==> src/rtl/bhpq_pkg.sv <==
// Package for the priority queue: command and status codes, default sizes
// and the control word driven into the row of cells. No dependencies.
`timescale 1ns / 1ps

package bhpq_pkg;

   localparam int DEF_CAPACITY       = 64;
   localparam int DEF_VALUE_WIDTH    = 32;
   localparam int DEF_PRIORITY_WIDTH = 32;
   localparam int DEF_STAMP_WIDTH    = 32;

   localparam int FIELD_WIDTH = 32;
   localparam int ECOUNT_WIDTH = 7;

   localparam logic [1:0] CMD_INSERT = 2'd0;
   localparam logic [1:0] CMD_REMOVE = 2'd1;
   localparam logic [1:0] CMD_PEEK   = 2'd2;

   localparam logic [1:0] STATUS_OK    = 2'd0;
   localparam logic [1:0] STATUS_EMPTY = 2'd1;
   localparam logic [1:0] STATUS_FULL  = 2'd2;

   typedef struct packed {
      logic ins;
      logic rem;
   } bhpq_ctrl_type;

endpackage

==> src/rtl/bhpq_cell.sv <==
// One cell of the sorted row: holds one entry and moves it left or right.
// Depends on bhpq_pkg for the control word.
`timescale 1ns / 1ps

module bhpq_cell import bhpq_pkg::*; #(
   parameter int IDX            = 0,
   parameter int CAPACITY       = DEF_CAPACITY,
   parameter int VALUE_WIDTH    = DEF_VALUE_WIDTH,
   parameter int PRIORITY_WIDTH = DEF_PRIORITY_WIDTH,
   parameter int STAMP_WIDTH    = DEF_STAMP_WIDTH,
   localparam int COUNT_W       = $clog2(CAPACITY + 1)
) (
   input  logic                      clock,
   input  bhpq_ctrl_type             ctrl,
   input  logic [COUNT_W-1:0]        fill,
   input  logic [VALUE_WIDTH-1:0]    new_value,
   input  logic [PRIORITY_WIDTH-1:0] new_key,
   input  logic [STAMP_WIDTH-1:0]    new_stamp,
   input  logic                      left_ahead,
   input  logic [VALUE_WIDTH-1:0]    left_value,
   input  logic [PRIORITY_WIDTH-1:0] left_key,
   input  logic [STAMP_WIDTH-1:0]    left_stamp,
   input  logic [VALUE_WIDTH-1:0]    right_value,
   input  logic [PRIORITY_WIDTH-1:0] right_key,
   input  logic [STAMP_WIDTH-1:0]    right_stamp,
   output logic                      ahead,
   output logic [VALUE_WIDTH-1:0]    value,
   output logic [PRIORITY_WIDTH-1:0] key,
   output logic [STAMP_WIDTH-1:0]    stamp
);

   logic [VALUE_WIDTH-1:0]    value_ff, value_in;
   logic [PRIORITY_WIDTH-1:0] key_ff, key_in;
   logic [STAMP_WIDTH-1:0]    stamp_ff, stamp_in;
   logic                      occupied;

   assign occupied = COUNT_W'(IDX) < fill;

   // The new word goes ahead of this entry when it wins, or when the cell is empty.
   assign ahead = !occupied || (new_key < key_ff) ||
                  ((new_key == key_ff) && (new_stamp < stamp_ff));

   always_comb begin
      value_in = value_ff;
      key_in   = key_ff;
      stamp_in = stamp_ff;
      if (ctrl.ins) begin
         if (left_ahead) begin
            value_in = left_value;
            key_in   = left_key;
            stamp_in = left_stamp;
         end else if (ahead) begin
            value_in = new_value;
            key_in   = new_key;
            stamp_in = new_stamp;
         end
      end else if (ctrl.rem) begin
         value_in = right_value;
         key_in   = right_key;
         stamp_in = right_stamp;
      end
   end

   always_ff @(posedge clock) begin
      value_ff <= value_in;
      key_ff   <= key_in;
      stamp_ff <= stamp_in;
   end

   assign value = value_ff;
   assign key   = key_ff;
   assign stamp = stamp_ff;

endmodule

==> config.mk <==
export PLATFORM = sky130hd
export DESIGN_NAME = bhpq_cell
export DESIGN_NICKNAME = d
export VERILOG_FILES = /design/src/rtl/bhpq_pkg.sv /design/src/rtl/bhpq_cell.sv
export SDC_FILE = /design/constraint.sdc
export NUM_CORES = 1
export LEC_CHECK = 0
export BUFFER_PORTS_ARGS = -buffer_cell sky130_fd_sc_hd__buf_2
export CAP_MARGIN = 20
export CORE_AREA = 2 2 152 154
export CTS_CLUSTER_DIAMETER = 200
export CTS_CLUSTER_SIZE = 14
export DETAILED_ROUTE_END_ITERATION = 16
export DIE_AREA = 0 0 154 156
export GPL_TIMING_DRIVEN = 0
export MAX_ROUTING_LAYER = met4
export REMOVE_ABC_BUFFERS = 1
export SLEW_MARGIN = 25
export SYNTH_ARGS = -nofsm -noshare
export SYNTH_HDL_FRONTEND = slang
export SYNTH_SLANG_ARGS = --single-unit
==> constraint.sdc <==
create_clock -name clock -period 5.7 [get_ports clock]
set_clock_uncertainty 0.1 [all_clocks]
set_input_delay 0.285 -clock clock [delete_from_list [all_inputs] [get_ports clock]]
set_output_delay 0.285 -clock clock [all_outputs]
set_load 0.01 [all_outputs]
==> impl.org <==
** Outcome
- Run status :: completed

** Synth
- Synthesis produced 650 cells.
- Yosys synthesis warning count :: 0
- A synthesized cell averages 9.91 µm².
- Summing every instance area after synthesis gives roughly 6400 µm².
- Synthesis inferred 96 register bits.
- Part of the Yosys area used for sequential elements :: 0.448
- Post-synth ARST share :: 0
- Counting flops with a built-in enable in the synthesized netlist gives between 90 and 100.
- Main synth FF type :: edfxtp_1
- Yosys cell types :: 35

** Placed design
- Port bufs :: about 400
- Placer Congestion :: 0.795
- Detailed placement HPWL :: approximately 17 mm

** STA
- The final-report hold violation count was 0.
- The smallest clock period supported by the final layout is computed as 3.93 ns.
- Setup repair after global routing missed its margin :: false
- For the pin with the worst max-slew slack, the measured transition is 0.840 ns.
- Portion of the clock cycle consumed by the worst path in the final layout :: 0.690
- The count of final max-slew check failures came to 0.
- Headroom to the max-slew limit came out at 0.435.
- Derived from the worst setup path, the maximum achievable clock frequency is between 0.2 and 0.3 GHz.
- Hold timing on the final database bottoms out at a slack of 0.148 ns.
- Number of setup violations in the final report :: 0

** Floorplan
- The floorplan step set the die height to approximately 160 µm.
- Chip Width :: around 150 µm
- The floorplan step defined a die boundary enclosing 24,000 µm².
- Cell Rows :: 55
- Core Area :: 22,400 µm²
- IO Count :: just under 400
- Starting utilization of the core area :: 0.288

** Setup path
- Cell-by-cell trace of the critical path :: inv_1 -> ha_1 -> nand4_1 -> nor4_1 -> nand3_1 -> a211o_1 -> o21ai_1 -> o32a_2 -> buf_16 -> buf_12
- Together, buffers and inverters on the worst path number 3.
- Among cell families on the critical path, the largest total delay comes from compound AO/OA/AOI/OAI gates.
- Kind of start point of the critical path :: flip-flop
- Worst setup path class :: reg -> reg
- Arrival time of data at the critical path endpoint :: 3.88 ns
- STA classifies the critical path endpoint as a flip-flop.
- Along the worst path, the maximum fanout reaches 26.
- The largest single stage delay on the critical path is roughly 0.76 ns.
- Crit path max-delay cell type :: nor4_1
- Required time reported for the critical path endpoint :: about 5.7 ns

** Clock tree
- In this run the clock root is driven by a clkbuf_16.
- TritonCTS built the clock tree.
- H-Tree Level Count :: 3
- Clock tree synthesis found a total of 96 sinks.
- Clock slew at reported path FFs :: about 0.08 ns
- The clock reaches the later pin of the worst-skew pair after 0.35 ns.
- Number of instances resized during post-cts repair :: 0
- After clock tree synthesis, the flow added hold-fix buffers numbering 0.
- Counting along the longest clock path gives a buffer depth of 2.
- After clock tree synthesis, the setup repair step added 0 buffers.
- Clock buffers created by TritonCTS :: 9

** Routing
- After detailed routing, the average wire length per cell comes to about 15 µm.
- After detailed routing, the number of vias per cell comes to 4.62.
- Routed via count :: 6,090
- ANT nets after route :: 0
- For this run, design rule violations remaining after detail routing come to 0.
- Router iterations before antenna repair :: 4
- In this run, the number of DRC markers left after iteration 0 of detailed routing was 291.
- Post-Route WL :: 20.3 mm

** Hold path
- In this run the worst hold path is classified as in -> reg.

** GRT
- Entering global routing, the biggest net connects around 120 pins.
- Tot GR Track Use :: 0.166
- Initial antenna violation count :: 1
- First-pass GRT wire length :: between 30 and 40 mm
- The number of global-route vias before repair was between 5,000 and 6,000.
- Summed over all layers, the global routing overflow is 0.

** Power
- Dividing total power by cell area gives a power density of roughly 230 nW/µm².
- IR drop worst, VDD :: between 150 and 200 µV
- The analysis attributes to cell leakage a power of about 4.7 nW.
- Power after layout :: about 2.1 mW

** Final layout
- From synthesis to final layout, the design area changed by 41.4%.
- Highest-count cells in the layout ignoring fill and taps :: buf_2, a21oi_1, nor2_1
- Leaving out fill and tap cells, the most frequent cell in the layout is buf_2.
- In the final design database the tool counted between 1,000 and 1,500 nets.
- Fraction of layout instances using a drive strength above 1 :: 0.407

** Flow run
- Number of max-cap violations :: 0
## worst min-delay path, delay by kind of cell
family | cells | cell delay, ns
AO/OA/AOI/OAI | 1 | 0.09
buffers and inverters | 1 | 0.08
AND/OR/NAND/NOR | 1 | 0.03
## routing by layer
layer	track usage	wire length, µm
met3	0.0361	1400
met2	0.290	10200
met5	-	0
met1	0.191	8330
met4	0.0490	348
## through the flow
stage | utilization | setup slack, ns | std cells | TNS [ns] | area [µm²]
floorplan | - | 1.02 | 617 | 0 | 6310
global placement | 0.386 | -1.30 | 1297 | -124.18 | 8640
detailed placement | 0.393 | 1.66 | 1302 | 0 | 8790
CTS | 0.407 | 1.66 | 1318 | 0 | 9100
global route | 0.407 | 1.49 | 1319 | 0 | 9100
finish | 0.407 | 1.77 | 1319 | 0 | 9100
## cells by family (layout without fill, tap and decap cells)
logic type / Yosys count / after routing / share of synthesized area
adders and majority gates: 63 / 63 / 0.122
muxes: 96 / 96 / 0.149
other: 0 / 1 / 0
and+or+nand+nor: 150 / 150 / 0.100
buffers and inverters: 99 / 482 / 0.0587
AOI/OAI and AO/OA: 146 / 146 / 0.122
DFF: 96 / 96 / 0.448
## final timing paths
path / from / endpoint / slack, ns / cells past startpoint
setup / recovery: key[29] / key[22] / 1.77 / 10
setup reg to reg: key[29] / key[22] / 1.77 / 10
hold / removal: right_stamp[17] / stamp[17] / 0.15 / 3
hold reg to reg: key[15] / stamp[27] / 1.56 / 6
## state kept, by name, indices dropped and copies added (netlist names)
signal  cells
key        32
value      32
stamp      32
## synthesized netlist by cell type, drive strengths merged (3+ instances only)
library cell  instances  area share
a21o                  4      0.0047
a21oi               119       0.092
buf                   8      0.0056
clkbuf               25       0.015
edfxtp               96        0.45
ha                   63        0.12
inv                  66       0.038
mux2i                96        0.15
nand2                18       0.010
nand2b                3      0.0029
nand3                 7      0.0054
nand4                10      0.0097
nor2                100       0.058
nor3                  3      0.0031
nor4                  3      0.0029
o21ai                 8      0.0062
## where the power goes
part           internal (mW)  total [mW]  leakage (nW)  switching (mW)
logic                  0.256       0.557          3.56           0.301
registers              0.873       0.902         0.948          0.0294
clock network          0.351       0.656         0.154           0.305
## cell type report
cell class              instances  area (µm²)
clock inverters                 7        87.6
inverters                      66         248
clock buffers                   9         225
fillers                      2263       13300
repair buffers                400        2120
diodes                          1        2.50
flip-flops and latches         96        2880
multi-input cells             455        3180
well taps                     285         357
Note: power is estimated with default switching activity, not from simulation.
